### config.mk
export PLATFORM = sky130hd
export DESIGN_NAME = wtt_dist
export DESIGN_NICKNAME = d
export VERILOG_FILES = /design/src/wtt_pkg.sv /design/src/wtt_dist.sv
export SDC_FILE = /design/constraint.sdc
export NUM_CORES = 1
export LEC_CHECK = 0
export BUFFER_PORTS_ARGS = -buffer_cell sky130_fd_sc_hd__buf_2
export CELL_PAD_IN_SITES_DETAIL_PLACEMENT = 1
export CELL_PAD_IN_SITES_GLOBAL_PLACEMENT = 1
export CORE_MARGIN = 4
export CORE_UTILIZATION = 45
export CTS_BUF_LIST = sky130_fd_sc_hd__clkbuf_4 sky130_fd_sc_hd__clkbuf_8
export CTS_CLUSTER_SIZE = 14
export DETAILED_ROUTE_END_ITERATION = 6
export PLACE_DENSITY = 0.81
export SLEW_MARGIN = 5
export SYNTH_ARGS = -nofsm -noshare
export SYNTH_HDL_FRONTEND = slang
export SYNTH_SLANG_ARGS = --single-unit
### constraint.sdc
create_clock -name i_clk -period 8.05 [get_ports i_clk]
set_input_delay 1.61 -clock i_clk [delete_from_list [all_inputs] [get_ports i_clk]]
set_output_delay 1.61 -clock i_clk [all_outputs]
set_load 0.02 [all_outputs]
### src/wtt_pkg.sv
package wtt_pkg;

    // Default sizes of the path store and of one coordinate.
    localparam int MAX_POINTS_DEF = 1024;
    localparam int COORD_BITS_DEF = 16;

    // Fixed field widths.
    localparam int INDEX_W    = 10;
    localparam int CFG_IDX_W  = 3;
    localparam int CFG_DATA_W = 16;
    localparam int EXT_W      = 16;

    // Input item kinds.
    localparam logic MODE_WRITE = 1'b0;
    localparam logic MODE_POSE  = 1'b1;

    // Path modes. Any code above PM_KEY selects the external target.
    localparam logic [1:0] PM_INTERP = 2'd0;
    localparam logic [1:0] PM_KEY    = 2'd1;
    localparam logic [1:0] PM_EXT    = 2'd2;

    // Configuration register indexes.
    typedef enum logic [CFG_IDX_W-1:0] {
        CFG_PATH_MODE   = 3'd0,
        CFG_PATH_POINTS = 3'd1,
        CFG_LOOKAHEAD   = 3'd2,
        CFG_RADIUS      = 3'd3,
        CFG_EXT_X       = 3'd4,
        CFG_EXT_Y       = 3'd5
    } t_cfg_reg;

    // Control that travels with one waypoint through the distance pipeline.
    typedef struct packed {
        logic valid;
        logic first;
        logic last;
    } t_tag;

endpackage

### src/wtt_dist.sv
module wtt_dist #(
    parameter int AW         = 10,
    parameter int COORD_BITS = wtt_pkg::COORD_BITS_DEF
) (
    input  logic                         i_clk,
    input  logic                         i_rst_n,
    input  wtt_pkg::t_tag                i_tag,
    input  logic [AW-1:0]                i_idx,
    input  logic signed [COORD_BITS-1:0] i_wx,
    input  logic signed [COORD_BITS-1:0] i_wy,
    input  logic signed [COORD_BITS-1:0] i_px,
    input  logic signed [COORD_BITS-1:0] i_py,
    output wtt_pkg::t_tag                o_tag,
    output logic [AW-1:0]                o_idx,
    output logic [2*COORD_BITS:0]        o_dist
);
    localparam int MW = COORD_BITS;
    localparam int SW = 2 * COORD_BITS;
    localparam int DW = 2 * COORD_BITS + 1;

    logic signed [MW:0] dx;
    logic signed [MW:0] dy;
    logic [MW-1:0]      n_mx;
    logic [MW-1:0]      n_my;
    logic [SW-1:0]      n_sqx;
    logic [SW-1:0]      n_sqy;

    wtt_pkg::t_tag r_s1_tag, r_s2_tag, r_s3_tag;
    logic [AW-1:0] r_s1_idx, r_s2_idx, r_s3_idx;
    logic [MW-1:0] r_mx, r_my;
    logic [SW-1:0] r_sqx, r_sqy;
    logic [DW-1:0] r_dist;

    // The magnitude of a difference of two coordinates always fits MW bits.
    always_comb begin
        dx    = (MW + 1)'(i_px) - (MW + 1)'(i_wx);
        dy    = (MW + 1)'(i_py) - (MW + 1)'(i_wy);
        n_mx  = MW'(dx[MW] ? -dx : dx);
        n_my  = MW'(dy[MW] ? -dy : dy);
        n_sqx = {{MW{1'b0}}, r_mx} * {{MW{1'b0}}, r_mx};
        n_sqy = {{MW{1'b0}}, r_my} * {{MW{1'b0}}, r_my};
    end

    always_ff @(posedge i_clk) begin
        if (!i_rst_n) begin
            r_s1_tag <= '0;
            r_s2_tag <= '0;
            r_s3_tag <= '0;
        end else begin
            r_s1_tag <= i_tag;
            r_s2_tag <= r_s1_tag;
            r_s3_tag <= r_s2_tag;
        end
        r_s1_idx <= i_idx;
        r_s2_idx <= r_s1_idx;
        r_s3_idx <= r_s2_idx;
        r_mx     <= n_mx;
        r_my     <= n_my;
        r_sqx    <= n_sqx;
        r_sqy    <= n_sqy;
        r_dist   <= DW'(r_sqx) + DW'(r_sqy);
    end

    assign o_tag  = r_s3_tag;
    assign o_idx  = r_s3_idx;
    assign o_dist = r_dist;
endmodule

==> summary.txt, run 1 <==
Status
  • Outcome: finished clean

Logic synthesis
  • Post-synth EDFFs: 0
  • FFs w/ async S/R, synth: 0%
  • Post-Syn Area: between 20000 and 25000 um^2
  • Synth cell types: 65
  • Total number of yosys warnings: 0
  • Gate Count Post-Synth: between 2k and 2.5k
  • #FFs+latches synth: between 150 and 200
  • Synthesized Nets: between 2k and 3k
  • Ys flop type: dfxtp_1
  • Area share of the leading cell type in the synthesized netlist: approximately 31%
  • Syn Area/Cell: approximately 9.1 um^2
  • Synth top area cells: fa_1 (31%), dfxtp_1 (16%), ha_1 (16%)
  • Yosys top cell by area: fa_1
  • Sequential-to-total area share from yosys stat: approximately 16%

Clocking
  • CTS sink cnt: between 150 and 200
  • CTS max path bufs: 2
  • Latest clock arrival within the worst-skew pair: ~0.53 ns
  • Root Buffer: clkbuf_8
  • Postcts setup bufs: 0
  • Num CTS Buffers: 17
  • H-tree levels: 4
  • Cts hold-fix bufs: 0
  • CTS tree: yes
  • PostCTS Resize Cnt: 0
  • Clock-pin slew on the worst setup and hold paths: about 0.1 ns

Timing
  • Final min period: 7.438 ns
  • Unrepaired setup endpoints after global routing: no
  • Max Slew Vio Count: 0
  • F_max: ~130 MHz
  • Final Hold Viols: 0
  • Max Clock Skew: between 0.02 and 0.025 ns
  • Final setup vio count: 0
  • Actual slew at the worst max-slew pin: 1.061 ns
  • Hold_ws: about 0.33 ns
  • Slew Limit Headroom: between 20 and 30%
  • Final Cycle Share: ~90%
  • Setup TNS: 0 ns

Critical path
  • CP endpoint kind: flop
  • Reg2reg start: r_mx[9]
  • Worst path slowest cell: a2111oi_0
  • Worst r2r dst: r_sqx[31]
  • Crit path buf inv count: 6
  • Worst-path maximum fanout: 16
  • Element type at the critical path start: flop
  • Internal reg-to-reg setup slack: slightly above 0.6 ns
  • WP data required: 8.50 ns
  • Critical path cell sequence: and2_1, inv_1, fa_1, inv_1, fa_1, inv_1, fa_1, inv_1, fa_1, fa_1, inv_1, fa_1, inv_1, ha_1, a21oi_1, or3b_2, a2111oi_0, o21ai_0, a31oi_1, o21ai_0, a21oi_1, xnor2_1
  • Setup CP Type: flop to flop
  • Crit path DAT: roughly 8 ns
  • Max stage delay on crit path: ~0.87 ns
  • Worst r2r path cells: 22
  • Worst path top cell family by delay: adder cells

Drt
  • DRT Wirelength: between 50000 and 60000 um
  • First drt pass iteration count: 5
  • DRC errors left: 0
  • Initial DRC Count: 665
  • Via density: about 5.1
  • Via count: about 16k
  • Detail Route Antenna Nets: 0
  • DR WL/cell: between 15 and 20 um

Floorplanning
  • Placeable core area: about 47000 um^2
  • Row cnt: just under 80
  • Chip width: 225.2 um
  • Die area: ~50000 um^2
  • Die H: approximately 230 um
  • Initial Util: 45.59%
  • IO Count: around 130

Place
  • Routability Congestion: 0.8823
  • Placed cell count: about 3.0k
  • PortBufs: between 100 and 150
  • Hpwl dp: roughly 44000 um

Flow run
  • Max Cap Viol: 0

Global route
  • Initial antenna violation count: 2
  • First-pass GRT wire length: ~86000 um
  • Largest net degree at the start of global routing: 21
  • Vias in the first global route: between 15k and 20k
  • GRT overflow: 0
  • GRT Overall Usage: 20.92%

Hold path
  • Worst Hold End: o_idx[8]
  • Min-delay worst type: flop to flop
  • Worst Min Path Start: r_s2_idx[8]
  • Hold depth: 0

Final layout
  • Final #Nets: between 3k and 4k
  • Final cell count without fillers: 3045
  • Area grow syn2layout: 7.786%
  • Share of cells above drive strength 1: 7.841%
  • Finished Core Util: about 50%
layout make-up:
cell class | instances | area [um^2]
inverter | 566 | 2125
tap | 607 | 759.5
timing repair buffer | 130 | 665.6
clock inverter | 13 | 157.7
antenna | 2 | 5.005
clock buffer | 19 | 255.2
sequential | 166 | 3323
fill | 5494 | 23680
multi-input combinational | 1542 | 15590
registers in the layout (all words and copies together) (netlist names), 10 cells and up:
| register | flops |
|---|---|
| o_idx | 10 |
| r_s1_idx | 10 |
| r_my | 16 |
| r_sqy | 31 |
| o_dist | 33 |
| r_sqx | 31 |
| r_s2_idx | 10 |
| r_mx | 16 |
metal layers:
metal	track usage (%)	vias to the layer above	part of all wire, %
met5	0	-	0
met4	5.736	0	1.9
met3	2.540	60	3.1
met2	38.07	206	52
met1	26.31	7973	43
li1	-	7407	-
cells by family (layout without fill, tap and decap cells):
logic type	after synthesis	count (layout)	synth area share [%]
buf+inv	616	728	10.90
fa+ha+maj	591	591	46.37
simple gates	496	496	11.22
compound gates	305	305	9.590
flops	166	166	15.66
xor+xnor	146	146	6.060
mux	4	4	0.2063
other cells	0	2	0
cell usage after synthesis, drive strengths merged (15+ instances only):
master,n
a21o,43
o21a,15
nand2,189
xor2,43
and2,92
clkbuf,48
dfxtp,166
fa,326
nor2b,22
ha,265
o21ai,55
inv,566
xnor2,103
nor3,15
nand3,22
a21oi,89
nor2,100
cell usage in the layout, fill, tap and decap left out, drive strengths merged, types with 6 or more instances in the layout:
| cell type | n |
|---|---|
| inv | 573 |
| fa | 326 |
| ha | 265 |
| nand2 | 189 |
| dfxtp | 166 |
| buf | 130 |
| xnor2 | 103 |
| nor2 | 100 |
| and2 | 92 |
| a21oi | 89 |
| o21ai | 55 |
| a21o | 43 |
| xor2 | 43 |
| nand3 | 22 |
| nor2b | 22 |
| clkbuf | 19 |
| o21a | 15 |
| nor3 | 15 |
| a31oi | 12 |
| o21bai | 12 |
| nand2b | 11 |
| a211oi | 11 |
| and3 | 9 |
| nand4 | 9 |
| or2 | 8 |
| nor4 | 7 |
| o31ai | 7 |
| a31o | 6 |
| o211ai | 6 |
| a221oi | 6 |
per-stage QoR:
stage	worst slack (ns)	cell area (um^2)
4_1_cts	0.5884	22870
3_3_place_gp	0.9308	22460
3_5_place_dp	0.7062	22460
2_1_floorplan	1.844	21230
5_1_grt	0.1211	22870
6_report	0.6116	22880
worst register-to-register path, cell delays in order (launching register included):
cell and delay [ns]:
dfxtp_1 0.70, and2_1 0.26, inv_1 0.07, fa_1 0.49, inv_1 0.06, fa_1 0.51
inv_1 0.06, fa_1 0.53, inv_1 0.05, fa_1 0.45, fa_1 0.50, inv_1 0.05
fa_1 0.47, inv_1 0.04, ha_1 0.33, a21oi_1 0.26, or3b_2 0.47, a2111oi_0 0.87
o21ai_0 0.37, a31oi_1 0.34, o21ai_0 0.15, a21oi_1 0.20, xnor2_1 0.13
worst max-delay path by stage:
stage | startpoint | endpoint | slack (ns) | cells after the start
floorplan | r_mx[1] | r_sqx[28] | 1.84 | 22
global placement | r_mx[9] | r_sqx[31] | 0.93 | 22
detailed placement | r_mx[9] | r_sqx[31] | 0.71 | 22
CTS | r_mx[9] | r_sqx[31] | 0.59 | 22
global route | r_mx[5] | r_sqx[31] | 0.12 | 22
finish | r_mx[9] | r_sqx[31] | 0.61 | 22
Power of run 1 is not shown: default switching activity piles up to over one toggle a cycle in this logic, so the estimate is an artifact.
==> run 2: changes to the inputs <==
--- a/config.mk
+++ b/config.mk
@@ -15,4 +15,5 @@
 export DETAILED_ROUTE_END_ITERATION = 6
 export PLACE_DENSITY = 0.81
+export RECOVER_POWER = 50
 export SLEW_MARGIN = 5
 export SYNTH_ARGS = -nofsm -noshare
==> constraint.sdc (replaced) <==
create_clock -name i_clk -period 8.05 [get_ports i_clk]
set_input_delay 1.61 -clock i_clk [delete_from_list [all_inputs] [get_ports i_clk]]
set_output_delay 1.61 -clock i_clk [all_outputs]
set_load 0.01 [all_outputs]
==> run 2 against run 1 <==
Core utilization is 0.12 points lower. Clock skew hardly changed. Sequential cell count stayed put. Die area stayed put. Cell count stayed put. Critical path type unchanged.
==> summary.txt, run 2 (same netlist as run 1, synthesis figures left out) <==
Status
  • Outcome: finished clean

Global route
  • Vias in the first global route: between 15k and 20k
  • Largest net degree at the start of global routing: 21
  • Global-route met1 utilization: 26.31%
  • First-pass GRT wire length: between 80000 and 90000 um
  • GR peak layer: met2
  • Grt met2 use: 38.07%
  • GRT Overall Usage: 20.92%
  • GRT met3 Usage: about 2.5%
  • GRT overflow: 0
  • Initial antenna violation count: 2

Final layout
  • Commonest non-fill, non-tap cells in the layout: inv_1 (566), fa_1 (326), ha_1 (265)
  • Layout fillers: roughly 5.5k
  • Seq. cell area: about 3300 um^2
  • Commonest non-fill, non-tap cell in the layout: inv_1
  • Finished Core Util: between 40% and 50%
  • Area grow syn2layout: 7.533%
  • Max FFs per register: 33
  • Share of cells above drive strength 1: 6.076%
  • Final #Nets: roughly 3.1k
  • Multi-input logic area: about 16000 um^2

Clocking
  • PostCTS Resize Cnt: 0
  • Postcts setup bufs: 0
  • CTS max path bufs: 2
  • H-tree levels: 4
  • Latest clock arrival within the worst-skew pair: 0.53 ns
  • CTS sink cnt: approximately 170
  • Root Buffer: clkbuf_8
  • Clock-pin slew on the worst setup and hold paths: roughly 0.10 ns
  • Cts hold-fix bufs: 0
  • Num CTS Buffers: 17
  • CTS tree: yes

Drt
  • DR WL/cell: around 17 um
  • DRT Wirelength: approximately 50000 um
  • Via density: between 5 and 6
  • DRC errors left: 0
  • Initial DRC Count: around 660
  • Detail Route Antenna Nets: 0
  • Via count: roughly 16k
  • First drt pass iteration count: 5

Place
  • Pre-CTS setup slack: between 0.7 and 0.8 ns
  • PortBufs: between 100 and 150
  • Hpwl dp: roughly 44000 um
  • Routability Congestion: slightly below 0.9

Floorplanning
  • Die H: 225.2 um
  • Placeable core area: around 47000 um^2
  • Initial Util: between 40% and 50%
  • Chip width: approximately 230 um
  • Die area: roughly 51000 um^2
  • IO Count: 125
  • Row cnt: 79

Critical path
  • Setup CP Type: flop to flop
  • Worst path top cell family by delay: adder cells
  • Worst path slowest cell: a2111oi_0
  • Critical path cell sequence: and2_1, inv_1, fa_1, inv_1, fa_1, inv_1, fa_1, inv_1, fa_1, fa_1, inv_1, fa_1, inv_1, ha_1, a21oi_1, or3b_2, a2111oi_0, o21ai_0, a31oi_1, o21ai_0, a21oi_1, xnor2_1
  • Element type at the critical path start: flop
  • Worst setup path startpoint: r_mx[9]
  • Worst-path maximum fanout: 16
  • CP endpoint kind: flop
  • Crit path buf inv count: 6
  • Max stage delay on crit path: just under 0.9 ns
  • WP data required: approximately 8.5 ns
  • Reg2reg start: r_mx[9]
  • Crit path DAT: 7.91 ns

Timing
  • Final worst slack: 0.5963 ns
  • Max Slew Vio Count: 0
  • Final setup vio count: 0
  • Actual slew at the worst max-slew pin: about 1.0 ns
  • Final Hold Viols: 0
  • Setup TNS: 0 ns
  • Final Cycle Share: roughly 93%
  • Slew Limit Headroom: between 20 and 30%
  • F_max: ~130 MHz
  • Final min period: ~7.5 ns
  • Hold_ws: between 0.3 and 0.4 ns
  • Max Clock Skew: between 0.02 and 0.025 ns
  • Unrepaired setup endpoints after global routing: no

Hold path
  • Worst Min Path Start: r_s2_idx[8]
  • Min-delay worst type: flop to flop

Flow run
  • Max Cap Viol: 0
run 2: cell count changes in the layout (fill, tap and decap cells not counted), sizes merged:
| cell | delta |
|---|---|
| buf | -43 |
| clkbuf | +43 |
run 2: per-stage QoR:
step / area [um^2] / instances
after detailed placement: 22460 / 3011
final: 22830 / 3045
after CTS: 22870 / 3043
after floorplan: 21230 / 2324
after global routing: 22820 / 3043
after global placement: 22460 / 3011
run 2: cell type report:
cell class,instances,share of cell area (%)
multi-input combinational,1542,68.29
sequential,166,14.56
inverter,566,9.308
tap,607,3.327
antenna,2,0.02193
clock buffer,19,1.118
timing repair buffer,130,2.680
clock inverter,13,0.6907
run 2: path summary, 6_finish.rpt:
| path | cells after the start | end | slack (ns) |
|---|---|---|---|
| worst max register to register | 22 | r_sqx[31] | 0.60 |
| worst max-delay path | 22 | r_sqx[31] | 0.60 |
| worst min register to register | 0 | o_idx[8] | 0.33 |
| worst min-delay path | 0 | o_idx[8] | 0.33 |
run 2: metal layers:
layer	routed length, um	up-vias
li1	-	7409
met4	966	0
met2	26490	217
met1	21930	7980
met5	0	-
met3	1637	60
run 2: worst register-to-register path: cells and delay by family, from the launching register on:
family / cells / cell delay [ns]
AOI/OAI and AO/OA: 6 / 2.20
xor gates and xnor gates: 1 / 0.13
adders and majority gates: 7 / 3.28
buffers and inverters: 6 / 0.33
DFF: 1 / 0.70
and+or+nand+nor: 2 / 0.73
Power of run 2 is left out for the same reason.
==> run 3: changes to the inputs <==
Settings changed: CORE_ASPECT_RATIO set to 1.2.
==> run 3 against run 2 <==
Die area barely moved. Hold slack got worse by 0.0067 ns. Cell area barely moved. Cell count rose by 0.13%. Largest cell class unchanged. Critical path depth fell by 1. Non-clock buffer count fell by 3.
==> summary.txt, run 3 (same netlist as run 1, synthesis figures left out) <==
Status
  • Outcome: finished clean

Floorplanning
  • IO Count: approximately 130
  • Placeable core area: around 46000 um^2
  • Initial Util: between 40 and 50%
  • Chip width: roughly 210 um
  • Row cnt: 86
  • Die H: ~250 um
  • Die area: approximately 51000 um^2

Timing
  • Slew Limit Headroom: around 32%
  • Final Hold Viols: 0
  • F_max: approximately 140 MHz
  • Max Clock Skew: around 0.014 ns
  • Max Slew Vio Count: 0
  • Unrepaired setup endpoints after global routing: no
  • Setup TNS: 0 ns
  • Final Cycle Share: roughly nine tenths
  • Actual slew at the worst max-slew pin: just over 1 ns
  • Final min period: 7.393 ns
  • Final worst slack: around 0.66 ns
  • Final setup vio count: 0

Clocking
  • Postcts setup bufs: 0
  • CTS max path bufs: 2
  • CTS tree: yes
  • Root Buffer: clkbuf_8
  • Clock-pin slew on the worst setup and hold paths: approximately 0.10 ns
  • Latest clock arrival within the worst-skew pair: 0.50 ns
  • Num CTS Buffers: 17
  • H-tree levels: 4
  • CTS sink cnt: around 170
  • PostCTS Resize Cnt: 0
  • Cts hold-fix bufs: 0

Critical path
  • Worst-path maximum fanout: 12
  • Setup CP Type: flop to flop
  • Element type at the critical path start: flop
  • WP data required: about 8.5 ns
  • CP endpoint kind: flop
  • Crit path DAT: a little under 8 ns

Global route
  • Initial antenna violation count: 1
  • Vias in the first global route: about 18k
  • First-pass GRT wire length: just under 90000 um
  • Largest net degree at the start of global routing: 21
  • GRT overflow: 0
  • GRT Overall Usage: a little over a fifth

Drt
  • DR WL/cell: roughly 17 um
  • Highest Signal Layer: met4
  • Met2 wire len: roughly 28000 um
  • Via count: 15.67k
  • Metal3 WL: 1223 um
  • Via density: approximately 5
  • DRT Wirelength: 51650 um
  • Initial DRC Count: 464
  • First drt pass iteration count: 5
  • Detail Route Antenna Nets: 0
  • Met1 Wirelength: between 20000 and 25000 um
  • DRC errors left: 0

Place
  • Hpwl dp: between 40000 and 50000 um
  • Pre-CTS setup slack: approximately 0.75 ns
  • DP Area: roughly 22000 um^2
  • Routability Congestion: around 0.9
  • PortBufs: 124

Flow run
  • Max Cap Viol: 0

Final layout
  • Final #Nets: approximately 3.1k
  • Final design area excluding fillers: around 23000 um^2
  • Commonest non-fill, non-tap cells in the layout: inv_1 (566), fa_1 (326), ha_1 (265)
  • Multi-input logic area: roughly 16000 um^2
  • Layout fillers: between 5k and 6k
  • Share of cells above drive strength 1: ~6.0%
  • Area grow syn2layout: 7.462%
  • Max FFs per register: 33
  • Commonest non-fill, non-tap cell in the layout: inv_1
  • Seq. cell area: roughly 3300 um^2

Hold path
  • Min-delay worst type: flop to flop
## run 3: changes by cell type in the layout (fill, tap and decap cells not counted), sizes merged
| cell | previous run | this run |
|---|---|---|
| inv | 573 | 574 |
| clkbuf | 62 | 59 |
| diode | 2 | 1 |
| clkinv | 1 | 2 |
| clkinvlp | 3 | 1 |
| buf | 87 | 86 |
## run 3: final timing paths
path / slack [ns] / from / endpoint / cells past startpoint
max reg2reg: 0.66 / r_mx[0] / r_sqx[31] / 21
min: 0.32 / r_s2_idx[0] / o_idx[0] / 0
min reg2reg: 0.32 / r_s2_idx[0] / o_idx[0] / 0
max: 0.66 / r_mx[0] / r_sqx[31] / 21
## run 3: cell type report
cell class / count / area share [%]
Antenna cell: 1 / 0.01097
Clock buffer: 18 / 1.086
Clock inverter: 13 / 0.7076
Inverter: 566 / 9.314
Multi-Input combinational cell: 1542 / 68.34
Sequential cell: 166 / 14.57
Tap cell: 616 / 3.379
Timing Repair Buffer: 127 / 2.594
## run 3: metal layers
metal,vias up,track usage [%]
li1,7378,-
met1,7977,25.08
met2,223,40.16
met3,91,2.031
met4,0,6.539
met5,-,0
## run 3: through the flow
step | hold WS (ns) | std cells | utilization, %
2_1_floorplan | 0.3096 | 2324 | -
5_1_grt | 0.3275 | 3049 | 49.30
3_3_place_gp | 0.3106 | 3017 | 48.52
3_5_place_dp | 0.3135 | 3017 | 48.52
6_report | 0.3249 | 3049 | 49.30
4_1_cts | 0.3256 | 3048 | 49.41
## run 3: worst max-delay path, cell delays in order, from the launching register on
cell and delay, ns:
dfxtp_1 0.74, inv_1 0.35, nor2_1 0.26, inv_1 0.09
fa_1 0.38, fa_1 0.37, inv_1 0.09, fa_1 0.45
fa_1 0.52, fa_1 0.49, inv_1 0.05, fa_1 0.47
inv_1 0.04, ha_1 0.34, a21oi_1 0.29, or3b_2 0.48
a2111oi_0 0.74, o21ai_0 0.41, a31oi_1 0.33, o21ai_0 0.11
a21oi_1 0.18, xnor2_1 0.13
Power of run 3 is left out for the same reason.
